--- config.mk ---
export PLATFORM = sky130hd
export DESIGN_NAME = psi_ram
export DESIGN_NICKNAME = d
export VERILOG_FILES = /design/src/hw/rtl/psi_ram.sv
export SDC_FILE = /design/constraint.sdc
export NUM_CORES = 2
export LEC_CHECK = 0
export ABC_AREA = 1
export BUFFER_PORTS_ARGS = -buffer_cell sky130_fd_sc_hd__buf_2
export CORE_MARGIN = 2
export CORE_UTILIZATION = 44
export CTS_CLUSTER_DIAMETER = 60
export DETAILED_ROUTE_END_ITERATION = 8
export PLACE_DENSITY = 0.62
export SLEW_MARGIN = 15
export SYNTH_ARGS = -nofsm -noshare
export SYNTH_HDL_FRONTEND = slang
export SYNTH_SLANG_ARGS = --single-unit
--- constraint.sdc ---
create_clock -name clk_i -period 4.4 [get_ports clk_i]
set_input_delay 0 -clock clk_i [delete_from_list [all_inputs] [get_ports clk_i]]
set_output_delay 0 -clock clk_i [all_outputs]
set_load 0.1 [all_outputs]
--- src/hw/rtl/psi_ram.sv ---
// Generic single-write, single-read RAM with registered read data.
// Standalone; no package dependencies.
module psi_ram #(
  parameter int unsigned WIDTH = 32,
  parameter int unsigned DEPTH = 64
) (
  input  logic                     clk_i,
  input  logic                     we_i,
  input  logic [$clog2(DEPTH)-1:0] waddr_i,
  input  logic [WIDTH-1:0]         wdata_i,
  input  logic [$clog2(DEPTH)-1:0] raddr_i,
  output logic [WIDTH-1:0]         rdata_o
);

  logic [WIDTH-1:0] mem [DEPTH];
  logic [WIDTH-1:0] rdata_q;

  always_ff @(posedge clk_i) begin
    if (we_i) begin
      mem[waddr_i] <= wdata_i;
    end
    rdata_q <= mem[raddr_i];
  end

  assign rdata_o = rdata_q;

endmodule
# After elaboration in Yosys (flattened, before gate mapping)

Memories as Yosys holds them, arrays and structs flattened. A register that Yosys moved wholly into a read port is not among the register bits.
Index checks and enable logic that the tools add are counted.

Register bits after elaboration: 0
Bits in latches: 0
RAM bits: 2048
Memory bits (read-only): 0
Input bits: 46
Output and inout bits: 32
Logic and storage cells: 3
Memories: 1

Add/subtract/negate cells: 0
$mul: 0
Divide/modulo/power cells: 0
$lt $le $gt $ge: 0
Equality and inequality tests: 0
Shift operators: 0
Mux-type cells: 2
Bitwise logic cells: 0
Reduce and logical (&&, ||, !) cells: 0

Memories:

| memory | words | width | rd ports | clocked after memory_dff | write ports | RTL line | source |
|---|---|---|---|---|---|---|---|
| mem    | 64    | 32    | 1        | 1                        | 1           | 15       | `logic [WIDTH-1:0] mem [DEPTH];` |

Operators with widths:

| operator         | count |
|---|---|
| 1-bit 2-to-1 mux | 2 |

# Depth between registers and ports, before layout

Depth in word-level cells: 2
Gate-level depth with buffers: 13
Gate-level depth less buffers: 9

# Worst setup path before layout

No wires, ideal clock.

Path type: input -> register
From: input port we_i
To: memory mem[48][0], enable pin
Library setup time: 0.502 ns
Data arrival time: 3.628 ns
Required time: 3.898 ns
Slack: 0.270 ns
Stages: 3
Buffers on the path: 1
Path through: clkbuf_1 > nand4_1 > nor4_1

Word-level cells in the longest chain between the ends: 2

RTL lines:

| what                                   | RTL line | source |
|---|---|---|
| from (decl)                            | 8        | `input logic we_i,` |
| 1-bit 2-to-1 mux                       | 19       | `if (we_i) begin` |
| 1-bit 2-to-1 mux (not written as such) | 20       | `mem[waddr_i] <= wdata_i;` |
| to (decl)                              | 15       |  |

No other way between the ends.

==> results.yml <==
critical_path:
  critical_path_arrival_ns: 3.50
  crit_fanout: 70
  start_kind: "input port"
  worst-r2r-setup-slack_ns: 2.22
  path_class: "input port to flip-flop"
  cp.required_ns: 5.13
  end_kind: "flip-flop"
synthesis:
  syn_nets: 6815
  synth_area_um2: 82740
  synth.distinct_cells: 16
  ys_ff_latch: 2080
  synth_cells: 6769
  synth_warnings: 0
  syn_area_per_cell_um2: 12.22
  ys_seq_area_share_pct: 75.10
timing:
  finalClockSkew_ns: 0.05252
  drv_slew: 0
  relSlewSlack_pct: 18.16
  hold_violations: 0
  tns_ns: 0
  post-route-period-util_pct: 63.07
  setup_viol: 0
  worstMarginPinSlew_ns: 1.225
  rsz0062_at_grt: "no"
  fin_crit_ns: 2.775
  max_freq_ghz: 0.3603
clock_network:
  cts_tree: "built"
  cts_made_buffers: 205
  cts_hold_buffers: 47
  ctsResizeCount: 0
  clockBufferDepth: 3
  clk_pin_slew_ns: 0.06
  htreeDepth: 4
  clockRootBuffer: "clkbuf_16"
  cts_sinks: 2080
  clk_latency_ns: 0.88
  postCtsSetupBuffers: 0
drt:
  ant_nets: 0
  viasPerCell: 5.712
  drt_iter0_drc: 6677
  drt_wl_total_mm: 243.0
  vias: 54246
  drt_pre_antenna_iters: 6
  avgRoutedWirePerCell_um: 25.59
  drc: 0
global_route:
  antenna_found_initial: 11
  top_usage_layer: "met2"
  grtUsageMet1_pct: 33.30
  use_met2_pct: 40.54
  overflow: 0
  grt_max_degree: 179
  grt_pass1_wl_mm: 352.9
  gr-usage-met3_pct: 3.676
  grtUsageTotal_pct: 25.04
  grt_pass1_vias: 51287
finish:
  syn2layout_area_growth_pct: 13.12
  final_cell_mix: "nand2_1, edfxtp_1, nand3_1"
  final_common_cell: "nand2_1"
  drive_above_1_share_pct: 8.789
  fin_nets: 6875
  final_util_pct: 49.94
placement:
  place.gp.congestion: 0.8513
  port_buffers: 77
  dpl.hpwl_mm: 133.7
die:
  pin_count: 78
  core_area_um2: 187400
  die_h_um: 437.6
  fp.dieArea_um2: 191500
  placementRows: 159
  start_util_pct: 44.15
  die_w_um: 437.6
outcome:
  outcome: "completed"
power:
  p_leak_nw: 32.71
  powerDensity_nw_per_um2: 449.9
  vdd_drop_max_mv: 0.3808
  power.total_mw: 42.11
run:
  drv_cap: 0
hold_path:
  min_path_type: "input port to flip-flop"
cells by family (layout without fill, tap and decap cells):
group         count (synthesis)  count (layout)  synth area share, %
other cells                   0               5                    0
simple gates               4228            4228                22.12
flops                      2080            2080                75.10
buf+inv                     461             689                2.779
worst max-delay path, cell delays in order:
cell and delay, ns:
dlygate4sd3_1 0.55, buf_6 0.22, inv_6 0.68, buf_4 0.74, nand3_1 0.27, nand3_1 0.31, nand2_1 0.15, nand2_1 0.35
nand2_1 0.09
final cells by class:
class                   instances  area [um2]
flip-flops and latches       2080       62140
fillers                     16135       93810
multi-input cells            4228       18770
clock inverters               110       964.7
well taps                    2495        3122
repair buffers                302        2962
inverters                      12       81.33
clock buffers                 265        5540
diodes                          5       12.51
metal layers:
metal,vias up,wire length [um]
met3,457,18560
met1,27004,95370
li1,24259,-
met5,-,0
met2,2526,117100
met4,0,11960
metrics by stage:
step           std cells  worst slack, ns  cell area, um2  hold WS (ns)
4_1_cts             9483            1.767           93380       0.04083
5_1_grt             9495            1.688           93590       0.09500
3_5_place_dp        9061            1.365           86410        0.3257
6_report            9497            1.625           93590        0.1067
2_1_floorplan       6769           0.2700           82740       0.09887
3_3_place_gp        9045            1.380           86040        0.3172
Yosys cell counts:
master / n / area (um2)
nand2_1: 2248 / 8438
edfxtp_1: 2048 / 61500
nand3_1: 1907 / 9544
buf_2: 282 / 1411
clkbuf_1: 77 / 289.0
nor2_1: 56 / 210.2
buf_4: 45 / 337.8
buf_1: 40 / 150.1
dfxtp_1: 32 / 640.6
inv_1: 9 / 33.78
nand4_1: 9 / 56.30
nor4_1: 8 / 50.05
buf_6: 3 / 33.78
buf_8: 2 / 30.03
inv_2: 2 / 7.510
inv_4: 1 / 6.260
flip-flops by register name, summed over array words and instances (netlist names):
| name | cells |
|---|---|
| mem | 2048 |
| rdata_o | 32 |
final timing paths:
kind / start / endpoint / cells after the start
setup / recovery: raddr_i[3] / rdata_o[15]$_DFF_P_ / 9
hold / removal: wdata_i[10] / mem[46][10]$_DFFE_PP_ / 2
setup reg to reg: mem[44][3]$_DFFE_PP_ / rdata_o[3]$_DFF_P_ / 9
hold reg to reg: mem[4][15]$_DFFE_PP_ / rdata_o[15]$_DFF_P_ / 8
report_power, final:
group          switching, mW  total (mW)  internal (mW)
registers             0.0930        22.0           21.9
logic                   2.32        2.95          0.628
clock network           7.50        17.1           9.63
total                   9.91        42.1           32.2
Power figures use the tool's default switching activity.
